[src/hdl/ikservo_pkg.sv]
// Shared types, constants and angle table for the arm IK to servo pulse unit.
package ikservo_pkg;

	localparam int FRAC_BITS_DEF = 16;
	localparam int CORDIC_STEPS = 32;
	localparam int NORM_BITS = 40;
	localparam int QUEUE_DEPTH = 4;
	localparam logic [63:0] RAD_Q30 = 64'd61520874802;

	typedef enum logic [2:0] {
		REG_PULSE_MIN = 3'd0,
		REG_PULSE_MAX = 3'd1,
		REG_ANGLE_SPAN = 3'd2,
		REG_UPPER_LEN = 3'd3,
		REG_LOWER_LEN = 3'd4
	} cfg_index_t;

	typedef struct packed {
		logic [11:0] pulse_min;
		logic [11:0] pulse_max;
		logic [8:0] angle_span;
		logic [7:0] upper_link_length;
		logic [7:0] lower_link_length;
	} cfg_t;

	typedef struct packed {
		logic unreachable;
		logic signed [22:0] n;
		logic signed [22:0] m;
		logic [7:0] xabs;
		logic signed [7:0] y;
	} side_t;

	typedef struct packed {
		logic [39:0] db;
		logic [33:0] dc;
		side_t side;
	} work_t;

	// atan(2^-i) in degrees, Q30 internally, returned at frac fraction bits
	function automatic logic [63:0] step_angle(input int i, input int frac);
		logic [63:0] v;
		case (i)
			0: v = 64'd48318382080;
			1: v = 64'd28524006506;
			2: v = 64'd15071301663;
			3: v = 64'd7650428050;
			4: v = 64'd3840059795;
			5: v = 64'd1921901881;
			6: v = 64'd961185452;
			default: begin
				v = RAD_Q30 >> i;
				if (3 * i < 63) begin
					v = v - (RAD_Q30 >> (3 * i)) / 3;
				end
			end
		endcase
		return v >> (30 - frac);
	endfunction

endpackage

[src/hdl/ikservo_queue.sv]
// Short word queue between the front end and the back end.
module ikservo_queue
	import ikservo_pkg::*;
(
	input logic clk,
	input logic arst_n,
	input logic in_valid,
	output logic in_ready,
	input work_t in_word,
	output logic out_valid,
	input logic out_ready,
	output work_t out_word
);

	localparam int PW = $clog2(QUEUE_DEPTH);
	localparam int CW = $clog2(QUEUE_DEPTH + 1);

	work_t mem_q [0:QUEUE_DEPTH-1];
	logic [PW-1:0] wr_ptr_q, rd_ptr_q;
	logic [CW-1:0] count_q;
	logic push, pop;

	assign in_ready = count_q != CW'(QUEUE_DEPTH);
	assign out_valid = count_q != '0;
	assign push = in_valid && in_ready;
	assign pop = out_valid && out_ready;
	assign out_word = mem_q[rd_ptr_q];

	always_ff @(posedge clk or negedge arst_n) begin
		if (!arst_n) begin
			wr_ptr_q <= '0;
			rd_ptr_q <= '0;
			count_q <= '0;
		end else begin
			if (push) begin
				wr_ptr_q <= wr_ptr_q + 1'b1;
			end
			if (pop) begin
				rd_ptr_q <= rd_ptr_q + 1'b1;
			end
			if (push && !pop) begin
				count_q <= count_q + 1'b1;
			end else if (pop && !push) begin
				count_q <= count_q - 1'b1;
			end
		end
	end

	always_ff @(posedge clk) begin
		if (push) begin
			mem_q[wr_ptr_q] <= in_word;
		end
	end

endmodule

[config.mk]
export PLATFORM = sky130hd
export DESIGN_NAME = ikservo_queue
export DESIGN_NICKNAME = d
export VERILOG_FILES = /design/src/hdl/ikservo_pkg.sv /design/src/hdl/ikservo_queue.sv
export SDC_FILE = /design/constraint.sdc
export NUM_CORES = 1
export LEC_CHECK = 0
export ABC_CLOCK_PERIOD_IN_PS = 6100
export BUFFER_PORTS_ARGS = -buffer_cell sky130_fd_sc_hd__buf_2
export CORE_MARGIN = 4
export CORE_UTILIZATION = 45
export CTS_CLUSTER_SIZE = 12
export DETAILED_ROUTE_END_ITERATION = 8
export GPL_TIMING_DRIVEN = 1
export SETUP_SLACK_MARGIN = 0.3
export SKIP_CTS_REPAIR_TIMING = 1
export SYNTH_ARGS = -nofsm -noshare
export SYNTH_HDL_FRONTEND = slang
export SYNTH_SLANG_ARGS = --single-unit
export TNS_END_PERCENT = 10
[constraint.sdc]
create_clock -name clk -period 6.1 [get_ports clk]
set_clock_uncertainty 0.15 [all_clocks]
set_input_delay 0.915 -clock clk [delete_from_list [all_inputs] [get_ports clk]]
set_output_delay 0.915 -clock clk [all_outputs]
set_load 0.03 [all_outputs]
# ---- After elaboration in Yosys (flattened, before gate mapping)
# Memories as Yosys holds them, arrays and structs flattened.
# Index checks and enable logic that the tools add are counted.
# Widths: inputs -> output; s select.
dict set report word_totals {
  regBits 7
  output_inout_bits 139
  memories 1
  input_bits 141
  ram_bits 548
  wordCells 21
}
dict set report classes {
  eq_ne 1
  n_reduce_logical 8
  n_mux 4
  n_addsub 4
}
# memory depth word_bits read_ports rd_clocked_by_memory_dff wr line
set mem_list {}
lappend mem_list {mem_q 4 137 1 0 1 ikservo_queue.sv:18} ;# work_t mem_q [0:QUEUE_DEPTH-1];
# operator count
set op_table {}
lappend op_table {{$mux 3} 2}
lappend op_table {{$add 2x1->2 const B} 2}
lappend op_table {{$logic_and 1x1->1} 4}
lappend op_table {{$add 3x1->3 const B} 1}
lappend op_table {{$ne 3x3->1 const B} 1}
lappend op_table {{$reduce_bool 3->1} 1}
lappend op_table {{$sub 3x1->3 const B} 1}
lappend op_table {{$logic_not 1->1} 2}
lappend op_table {{$mux 1} 2}
lappend op_table {{$reduce_bool 2->1} 1}

# ---- Depth between registers and ports, before layout
dict set report depth {
  ltp_word 6
  depth_mapped 8
  depth_no_buf 8
}

# ---- Least setup slack after synthesis
# No wires, ideal clock.
dict set report synth_timing {
  kind {in2reg}
  startpoint {in in_valid}
  endpoint {mem mem_q[0][0] (netlist bit), enable pin}
  slack_ns 1.073
  setup_time_ns 0.513
  cell_stages 2
  n_path_buf 0
  required_ns 5.437
  t_arrival_ns 4.364
  cell_sequence {a21boi_2 and2_1}
}
dict set report synth_via {
  elab_chain_cells 3
}
# item line
set synth_rtl {}
lappend synth_rtl {{start, declared} ikservo_queue.sv:7} ;# input logic in_valid,
lappend synth_rtl {{$logic_and 1x1->1} ikservo_queue.sv:25} ;# assign push = in_valid && in_ready;
lappend synth_rtl {{$mux 1} ikservo_queue.sv:50} ;# if (push) begin
lappend synth_rtl {{$mux 1 (not written as such)} ikservo_queue.sv:51} ;# mem_q[wr_ptr_q] <= in_word;
lappend synth_rtl {{end, declared} ikservo_queue.sv:18}
# No other way between the ends.

==> reports/metrics.yaml <==
run_status: "finished, final reports clean"
synth_cell_types: 19
mostFrequentLayoutCells: "edfxtp_1, buf_2, mux4_2"
critPathArrivalTime_ns: 2.98
setup_total_negative_slack_ns: 0
io_pins: 280
ys_warn_count: 0
drv_slew: 0
wl_um: 39300
yosys_register_bits: 555
start_util_pct: 45.5
layout_min_cycle_time_ns: 4.05
most_common_library_cell_in_the_layout_ignoring_fill_and_taps: "edfxtp_1"
clk-insertion-delay-late_ns: 0.60
final_min_period_over_clock_period_pct: 66.4
timing.max_slew.rel_slack_pct: 31.7
cts_tree: "yes"
area_of_the_multi_input_gates_sq_um: 3320
placement.io_buffers: 279
globalRouteTotalUtil_pct: 16.2
tightestPinTransition_ns: 1.03
synth-seq-area-share_pct: 82.4
synth_area_per_cell_sq_um: 26.9
irDropWorstVdd_mv: 0.319
vias: 8936
p_per_cell_area_nw_per_um2: 530
postRouteAntennaNets: 0
cap_violations: 0
cts_made_buffers: 57
routed_wire_length_per_instance_um: 23.0
num_rows: 77
fin_area_sq_um: 24000
whs_ns: 0.378
grt_pass1_vias: 9511
die_y_um: 220
crit_required_ns: 5.03
end_kind: "output port"
fmax_mhz: 247
cp-start-kind: "flop"
grt_setup_unrepaired: "no"
synthesis.nets: 898
dr.pass1.iters: 7
antenna_found_initial: 9
floorplan.core_area_sq_um: 44300
layout.nets: 1218
netlist_instances: 751
grt_overflow_total: 0
count_of_h_tree_levels_built_during_cts: 2
leakage_uw: 0.00808
netlist_area_sq_um: 20200
die_area_sq_um: 48300
layout-drive-gt1-share_pct: 45.8
hold_class: "flop to flop"
register_area_sq_um: 16600
ctsRootBufferMaster: "clkbuf_16"
syn_to_final_growth_pct: 18.7
maximum_number_of_pins_on_one_net_before_global_route_repair: 83
final.setup.worst_slack_ns: 2.05
die_w_um: 220
gp_congestion: 0.699
timing.final.setup_violations: 0
dp_worst_setup_slack_ns: 2.55
final_hold_viols: 0
worstSetupPathType: "flop to output port"
dpl_cell_area_sq_um: 22300
cts.sink_count: 555
clk_path_buf_depth: 3
half_perimeter_wire_length_after_detailed_placement_um: 23000
first_iter_violations: 628
layout.filler_cells: 3441
avgViaCountPerCell: 5.24
post-route-drc-count: 0
cts.clk_slew.worst_paths_ns: 0.06
maximum_fanout_count_along_the_critical_path: 52
grt_first_pass_wirelength_um: 58600
-- routing by layer --
metal	routed length, um	vias up	GRT usage [%]
met1	16700	4680	22.7
met4	676	14	4.52
met2	18500	283	24.9
met5	92	-	0
li1	-	3902	-
met3	3310	57	5.21
-- cell usage after synthesis --
library cell	count	area (sq um)
or3_1	1	6.26
clkbuf_2	1	5.00
clkbuf_1	2	7.51
nor2_1	2	7.51
dfrtp_1	7	175
buf_2	15	75.1
mux2_2	2	22.5
fa_1	1	20.0
edfxtp_1	548	16500
inv_1	3	11.3
nand2_1	2	7.51
ha_1	5	62.6
and2_1	4	25.0
buf_6	13	146
mux4_2	137	3090
nand3_1	1	5.00
a21boi_2	1	11.3
xnor2_1	4	35.0
xor2_1	2	17.5
-- sequential cells by signal, indices dropped and copies added (netlist names) --
signal	flops
rd_ptr_q	2
count_q	3
mem_q	548
wr_ptr_q	2
-- worst max-delay path, stage by stage, from the launching register on --
cell and delay [ns]:
dfrtp_4 1.07, buf_12 0.45, mux4_2 0.59, buf_2 0.20
-- where the power goes --
group / total (uW) / switching [uW] / internal [uW] / leakage (uW)
Sequential: 5360 / 320 / 5040 / 0.00510
Combinational: 4200 / 2690 / 1510 / 0.00217
Clock: 3130 / 1330 / 1810 / 0.000814
Total: 12700 / 4340 / 8360 / 0.00808
-- cell families after synthesis --
group | synth area share [%]
xor+xnor | 0.260
buf+inv | 1.22
fa+ha+maj | 0.409
simple gates | 0.254
compound gates | 0.0558
flops | 82.4
mux | 15.4
-- per-stage QoR --
| stage | util [%] | cells | power, uW |
|---|---|---|---|
| after CTS | 54.0 | 1698 | 12900 |
| after floorplan | - | 751 | 8560 |
| after global routing | 54.0 | 1699 | 13300 |
| after detailed placement | 50.2 | 1603 | 9770 |
| final | 54.0 | 1705 | 12700 |
| after global placement | 50.2 | 1603 | 9740 |
-- layout make-up --
type,count,share of cell area [%]
Clock buffer,76,6.47
Inverter,3,0.0470
Antenna cell,6,0.0627
Multi-Input combinational cell,162,13.8
Timing Repair Buffer,292,6.51
Clock inverter,19,0.512
Sequential cell,555,69.5
Tap cell,592,3.09
-- worst paths after layout --
path | startpoint | end | slack, ns | cells after the start
max in group asynchronous | arst_n | rd_ptr_q[0]$_DFFE_PN0P_ | 5.08 | 2
worst max register to register | count_q[0]$_DFFE_PN0P_ | mem_q[3][67]$_DFFE_PP_ | 3.20 | 4
worst max-delay path | rd_ptr_q[0]$_DFFE_PN0P_ | out_word[96] | 2.05 | 3
worst min register to register | count_q[2]$_DFFE_PN0P_ | count_q[2]$_DFFE_PN0P_ | 0.38 | 1
min in group asynchronous | arst_n | rd_ptr_q[1]$_DFFE_PN0P_ | 0.53 | 2
worst min-delay path | count_q[2]$_DFFE_PN0P_ | count_q[2]$_DFFE_PN0P_ | 0.38 | 1
Note: power is estimated with default switching activity, not from simulation.
