**config.mk**
```make
export PLATFORM = sky130hd
export DESIGN_NAME = ikservo_front
export DESIGN_NICKNAME = d
export VERILOG_FILES = /design/src/hdl/ikservo_pkg.sv /design/src/hdl/ikservo_front.sv
export SDC_FILE = /design/constraint.sdc
export NUM_CORES = 2
export LEC_CHECK = 0
export BUFFER_PORTS_ARGS = -buffer_cell sky130_fd_sc_hd__buf_4
export CAP_MARGIN = 20
export CORE_ASPECT_RATIO = 0.75
export CORE_MARGIN = 10
export CORE_UTILIZATION = 45
export CTS_CLUSTER_DIAMETER = 100
export DETAILED_ROUTE_END_ITERATION = 12
export GPL_TIMING_DRIVEN = 1
export PLACE_DENSITY = 0.63
export SYNTH_ARGS = -nofsm -noshare
export SYNTH_HDL_FRONTEND = slang
export SYNTH_SLANG_ARGS = --single-unit
export TNS_END_PERCENT = 1
```
**constraint.sdc**
```tcl
create_clock -name clk -period 19.8 [get_ports clk]
set_input_delay 3.96 -clock clk [delete_from_list [all_inputs] [get_ports clk]]
set_output_delay 3.96 -clock clk [all_outputs]
set_load 0.02 [all_outputs]
```
**src/hdl/ikservo_pkg.sv**
```systemverilog
// Shared types, constants and angle table for the arm IK to servo pulse unit.
package ikservo_pkg;

	localparam int FRAC_BITS_DEF = 16;
	localparam int CORDIC_STEPS = 32;
	localparam int NORM_BITS = 40;
	localparam int QUEUE_DEPTH = 4;
	localparam logic [63:0] RAD_Q30 = 64'd61520874802;

	typedef enum logic [2:0] {
		REG_PULSE_MIN = 3'd0,
		REG_PULSE_MAX = 3'd1,
		REG_ANGLE_SPAN = 3'd2,
		REG_UPPER_LEN = 3'd3,
		REG_LOWER_LEN = 3'd4
	} cfg_index_t;

	typedef struct packed {
		logic [11:0] pulse_min;
		logic [11:0] pulse_max;
		logic [8:0] angle_span;
		logic [7:0] upper_link_length;
		logic [7:0] lower_link_length;
	} cfg_t;

	typedef struct packed {
		logic unreachable;
		logic signed [22:0] n;
		logic signed [22:0] m;
		logic [7:0] xabs;
		logic signed [7:0] y;
	} side_t;

	typedef struct packed {
		logic [39:0] db;
		logic [33:0] dc;
		side_t side;
	} work_t;

	// atan(2^-i) in degrees, Q30 internally, returned at frac fraction bits
	function automatic logic [63:0] step_angle(input int i, input int frac);
		logic [63:0] v;
		case (i)
			0: v = 64'd48318382080;
			1: v = 64'd28524006506;
			2: v = 64'd15071301663;
			3: v = 64'd7650428050;
			4: v = 64'd3840059795;
			5: v = 64'd1921901881;
			6: v = 64'd961185452;
			default: begin
				v = RAD_Q30 >> i;
				if (3 * i < 63) begin
					v = v - (RAD_Q30 >> (3 * i)) / 3;
				end
			end
		endcase
		return v >> (30 - frac);
	endfunction

endpackage

```
**src/hdl/ikservo_front.sv**
```systemverilog
// Front end: squares, law-of-cosines terms, discriminants and reach check.
module ikservo_front
	import ikservo_pkg::*;
(
	input logic clk,
	input logic arst_n,
	input cfg_t cfg,
	input logic in_valid,
	output logic in_ready,
	input logic signed [7:0] target_x,
	input logic signed [7:0] target_y,
	output logic out_valid,
	input logic out_ready,
	output work_t out_word
);

	logic en;
	logic v_s1, v_s2, v_s3, v_s4;

	logic [7:0] xabs_s1, xabs_s2, xabs_s3;
	logic signed [7:0] y_s1, y_s2, y_s3;
	logic [15:0] xsq_s1, ysq_s1, u2_s1, w2_s1;
	logic [15:0] s_s2, u2_s2, w2_s2;
	logic signed [22:0] n_s2, m_s2, n_s3, m_s3;
	logic zero_s2, zero_s3;
	logic [31:0] su_s3, uw_s3;
	logic [43:0] nn_s3, mm_s3;
	work_t word_s4;

	logic [7:0] xabs_w;
	logic [15:0] s_w;
	logic signed [22:0] n_w, m_w;
	logic signed [45:0] nn_w, mm_w, db_w, dc_w;

	assign en = !v_s4 || out_ready;
	assign in_ready = en;

	assign xabs_w = target_x[7] ? 8'(-target_x) : 8'(target_x);
	assign s_w = xsq_s1 + ysq_s1;
	assign n_w = $signed({1'b0, s_w, 6'b0}) + $signed({7'b0, u2_s1}) - $signed({7'b0, w2_s1});
	assign m_w = $signed({7'b0, u2_s1}) + $signed({7'b0, w2_s1}) - $signed({1'b0, s_w, 6'b0});
	assign nn_w = n_s2 * n_s2;
	assign mm_w = m_s2 * m_s2;
	assign db_w = $signed({6'b0, su_s3, 8'b0}) - $signed({2'b0, nn_s3});
	assign dc_w = $signed({12'b0, uw_s3, 2'b0}) - $signed({2'b0, mm_s3});

	always_ff @(posedge clk or negedge arst_n) begin
		if (!arst_n) begin
			v_s1 <= 1'b0;
			v_s2 <= 1'b0;
			v_s3 <= 1'b0;
			v_s4 <= 1'b0;
		end else if (en) begin
			v_s1 <= in_valid;
			v_s2 <= v_s1;
			v_s3 <= v_s2;
			v_s4 <= v_s3;
		end
	end

	always_ff @(posedge clk) begin
		if (en) begin
			xabs_s1 <= xabs_w;
			y_s1 <= target_y;
			xsq_s1 <= xabs_w * xabs_w;
			ysq_s1 <= 16'(target_y * target_y);
			u2_s1 <= cfg.upper_link_length * cfg.upper_link_length;
			w2_s1 <= cfg.lower_link_length * cfg.lower_link_length;

			xabs_s2 <= xabs_s1;
			y_s2 <= y_s1;
			s_s2 <= s_w;
			u2_s2 <= u2_s1;
			w2_s2 <= w2_s1;
			n_s2 <= n_w;
			m_s2 <= m_w;
			zero_s2 <= (s_w == '0) || (u2_s1 == '0) || (w2_s1 == '0);

			xabs_s3 <= xabs_s2;
			y_s3 <= y_s2;
			n_s3 <= n_s2;
			m_s3 <= m_s2;
			zero_s3 <= zero_s2;
			su_s3 <= s_s2 * u2_s2;
			uw_s3 <= u2_s2 * w2_s2;
			nn_s3 <= nn_w[43:0];
			mm_s3 <= mm_w[43:0];

			word_s4.db <= db_w[39:0];
			word_s4.dc <= dc_w[33:0];
			word_s4.side.unreachable <= zero_s3 || db_w[45] || dc_w[45];
			word_s4.side.n <= n_s3;
			word_s4.side.m <= m_s3;
			word_s4.side.xabs <= xabs_s3;
			word_s4.side.y <= y_s3;
		end
	end

	assign out_valid = v_s4;
	assign out_word = word_s4;

endmodule

```
Yosys cells after proc, flatten, opt, wreduce, memory -nomap -nowiden
Cells that the tools add are included.

word-level totals
  output and inout port bits = 139
  memories kept = 0
  latch bits = 0
  bits in registers = 547
  bits in read-only memories = 0
  RAM bits = 0

cells by class
  bitwise logic cells = 0
  magnitude comparators = 0
  equal/unequal tests = 0
  multipliers = 8
  shift-type cells = 0
  div/mod/pow operators = 0
  reductions and logical operators = 9
  add/subtract/negate cells = 8
  muxes and demuxes = 1

operator list
  kind                                            number
  23-bit by 23-bit multiplier with 44-bit output  2
  16-bit by 16-bit multiplier with 32-bit output  2
  8-bit by 8-bit multiplier with 16-bit output    4
  16-bit logical NOT                              3
  34-bit by 44-bit subtractor with 45-bit output  1
  40-bit by 44-bit subtractor with 45-bit output  1
  22-bit by 16-bit adder with 23-bit output       1
  17-bit by 22-bit subtractor with 23-bit output  1
  23-bit by 17-bit subtractor with 23-bit output  1
  16-bit by 16-bit adder with 17-bit output       1
  16-bit adder                                    1
  8-bit two-way mux                               1
  8-bit negator                                   1
  1-bit logical OR                                5
  1-bit logical NOT                               1

Longest topological paths before layout
  depth in word-level cells = 4
  mapped depth = 29
  mapped depth without buffers = 27

Worst setup path before layout
OpenSTA, ideal clock, no wires.

  path kind = input to output
  from = input out_ready
  to = output in_ready
  required time = 15.840 ns
  cell stages on the path = 1
  path buffers = 0
  path slack = -0.806 ns
  arrival time = 16.646 ns
  path through = nand2b_1

between the ends
  longest elaborated chain between the ends = 1

ends and longest elaborated chain
  element           line                 RTL
  start, declared   ikservo_front.sv:13  input logic out_ready,
  1-bit logical OR  ikservo_front.sv:35  assign en = !v_s4 || out_ready;
  end, declared     ikservo_front.sv:9   output logic in_ready,

No other way between the ends.

Worst setup path after layout
  from = input target_x[0]
  to = register xsq_s1[15], data pin

between the ends
  longest elaborated chain between the ends = 3

ends and longest elaborated chain
  element                                       line                 RTL
  start, declared                               ikservo_front.sv:10  input logic signed [7:0] target_x,
  8-bit negator                                 ikservo_front.sv:38  assign xabs_w = target_x[7] ? 8'(-target_x) : 8'(target_x);
  8-bit two-way mux                             ikservo_front.sv:38
  net xabs_w[5]                                 ikservo_front.sv:30  logic [7:0] xabs_w;
  8-bit by 8-bit multiplier with 16-bit output  ikservo_front.sv:65  xsq_s1 <= xabs_w * xabs_w;
  end signal, assigned                          ikservo_front.sv:65
  end, declared                                 ikservo_front.sv:22  logic [15:0] xsq_s1, ysq_s1, u2_s1, w2_s1;

The timed path passes the listed nets, and every way through them passes these cells.
A chain may end at the register's enable or synchronous reset.

==> impl_metrics.env <==
export IMPL_grt_pass1_vias=56000
export IMPL_layout_common_cells="inv_1, fa_1, ha_1"
export IMPL_drc=0
export IMPL_cts_htree_levels=3
export IMPL_tightest_slew_ns=0.982
export IMPL_setup_violations=0
export IMPL_drt_iter0_drc=3583
export IMPL_nets=10100
export IMPL_design_area_um2=85500
export IMPL_globalplace_congestion=0.898
export IMPL_startpoint_type="primary input"
export IMPL_place_ws_ns=10.36
export IMPL_report_final_slew_viol_count=0
export IMPL_fin_crit_sh_pct=44.3
export IMPL_clk_latency_ns=0.72
export IMPL_dr_pass1_iters=5
export IMPL_post_cts_resized=0
export IMPL_rows=133
export IMPL_drive_gt1_share_pct=5.40
export IMPL_synth_edf_count=523
export IMPL_yosysSeqAreaShare_pct=20.0
export IMPL_synth_cell_types=80
export IMPL_fin_setup_tns_ns=0
export IMPL_cts_num_sinks=527
export IMPL_max_cap_viol_count=0
export IMPL_status="complete, no violations"
export IMPL_fin_ws_ns=11.04
export IMPL_final_common_cell="inv_1"
export IMPL_grt_first_pass_wirelength_um=315000
export IMPL_ys_ff_latch=527
export IMPL_worstPathRequired_ns=20.27
export IMPL_routed_wl_um=196000
export IMPL_fmax_mhz=114
export IMPL_antenna_left=0
export IMPL_cp_max_fo=7
export IMPL_antenna_found_initial=12
export IMPL_clk_path_buf_depth=3
export IMPL_routed_via_density=5.11
export IMPL_cts_tree="built"
export IMPL_area_delta_synth_final_pct=8.38
export IMPL_syn_inst=7673
export IMPL_cts_setup_buffers=0
export IMPL_overflow=0
export IMPL_holdBufCountCts=0
export IMPL_fin_skew_ns=0.0883
export IMPL_grt_usage_pct=20.9
export IMPL_dr_total_vias=52000
export IMPL_wl_per_cell_um=19.3
export IMPL_num_io_pins=208
export IMPL_die_area_um2=193000
export IMPL_io_buffers=174
export IMPL_synth_ff_type="edfxtp_1"
export IMPL_hpwl_um=157000
export IMPL_ys_warn_count=0
export IMPL_fill_cells=15900
export IMPL_rsz0062_at_grt="false"
export IMPL_syn_area_um2=78900
export IMPL_finalCriticalPeriod_ns=8.76
export IMPL_maxSlewHeadroom_pct=32.8
export IMPL_core_area_um2=175000
export IMPL_clk_pin_slew_worst_paths_ns=0.06
export IMPL_crit_arrival_ns=9.23
export IMPL_start_util_pct=45.2
export IMPL_avgSynthCellArea_um2=10.3
export IMPL_grt_max_degree=162
export IMPL_hp_class="register to register"
export IMPL_die_w_um=504
export IMPL_synth_async_reset_ratio_pct=0.759
export IMPL_crit_type="primary input to register"
export IMPL_endpoint_kind="register"
export IMPL_finalHoldViolations=0
export IMPL_whs_ns=0.402
export IMPL_die_height_um=383
export IMPL_cts_made_buffers=68
export IMPL_cts_root_buf="clkbuf_16"
export IMPL_placed_cell_area_um2=83000
## registers in the layout (all words and copies together) (netlist names), 16 cells and up
name	cells
n_s3	23
out_word	132
m_s2	22
uw_s3	31
su_s3	32
nn_s3	42
m_s3	22
mm_s3	42
s_s2	16
n_s2	23
## kinds of logic after synthesis
group	share of synthesized area (%)
AO/OA/AOI/OAI	5.78
XOR/XNOR	4.19
adder cells (fa/ha/maj)	49.4
buffers and inverters	10.4
flip-flops	20.0
multiplexers	0.154
other	0.00952
AND/OR/NAND/NOR	10.0
## cells in the mapped netlist (all sizes together), types with 5 or more instances
cell type	instances	share of area, %
fa	1486	38
o311ai	5	0.055
xnor2	292	3.3
and2	441	3.5
xor2	85	0.94
nor3	52	0.33
o21ai	125	0.79
a21boi	16	0.16
a211oi	16	0.17
o41ai	5	0.065
nand2b	36	0.29
o221ai	6	0.075
clkbuf	188	0.89
a31o	16	0.18
a2111oi	8	0.11
nand4	14	0.11
nand3	36	0.23
ha	738	12
or2	13	0.10
a31oi	16	0.13
a21oi	232	1.5
inv	1981	9.4
o211ai	10	0.095
nor2	237	1.1
mux2	9	0.13
nand2	695	3.3
o22ai	5	0.040
nor4	17	0.14
nor2b	64	0.51
buf	9	0.067
edfxtp	523	20
and3	19	0.15
o21a	38	0.36
o31ai	9	0.086
or3	14	0.12
o21bai	42	0.41
a21o	103	0.98
## area by class of cell
type                            count  area (µm²)  share of cell area [%]
Multi-Input combinational cell   4986       55000                    64.3
Sequential cell                   527       15800                    18.5
Inverter                         1983        7440                    8.70
Tap cell                         2295        2870                    3.36
Timing Repair Buffer              255        1930                    2.25
Clock buffer                       73        1720                    2.01
Clock inverter                     51         748                   0.875
Antenna cell                        4        10.0                  0.0117
## path summary, 6_finish.rpt
kind | startpoint | to | cells past startpoint | slack (ns)
worst max register to register | n_s2[14]$_DFFE_PP_ | nn_s3[42]$_DFFE_PP_ | 24 | 11.25
min in group asynchronous | arst_n | out_valid$_DFFE_PN0P_ | 1 | 3.02
worst min-delay path | n_s3[15]$_DFFE_PP_ | out_word[54]$_DFFE_PP_ | 0 | 0.40
max in group asynchronous | arst_n | v_s2$_DFFE_PN0P_ | 1 | 16.68
worst min register to register | n_s3[15]$_DFFE_PP_ | out_word[54]$_DFFE_PP_ | 0 | 0.40
worst max-delay path | target_x[0] | xsq_s1[15]$_DFFE_PP_ | 24 | 11.04
## worst max-delay path, stage by stage
cell	delay, ns
buf_4	0.14
or3_1	0.40
o31ai_1	0.30
xor2_1	0.48
inv_1	0.28
nand2_1	0.17
inv_1	0.05
ha_1	0.27
ha_1	0.28
inv_1	0.05
fa_1	0.47
inv_1	0.05
fa_1	0.43
ha_1	0.31
inv_1	0.09
nor2_1	0.05
nor2_1	0.16
o21bai_1	0.09
a21oi_1	0.21
o21bai_1	0.09
a21oi_1	0.23
o21ai_0	0.18
o41a_1	0.35
xor2_1	0.14
## layer usage
metal / vias to the layer above / GRT usage, % / wire length (µm)
met4: 0 / 6.00 / 6250
met5: - / 0 / 0
met3: 298 / 5.22 / 16400
met1: 26400 / 29.9 / 88700
met2: 1642 / 31.4 / 85000
li1: 23700 / - / -
## stage by stage
step | cells | utilization, %
floorplan | 7693 | -
global placement | 10000 | 47.5
detailed placement | 10000 | 47.5
CTS | 10200 | 48.9
global route | 10200 | 48.9
finish | 10200 | 48.9
Power is left out: the tool's default activity adds up to more than one toggle a clock period on the data nets, which glitch-free logic cannot reach.
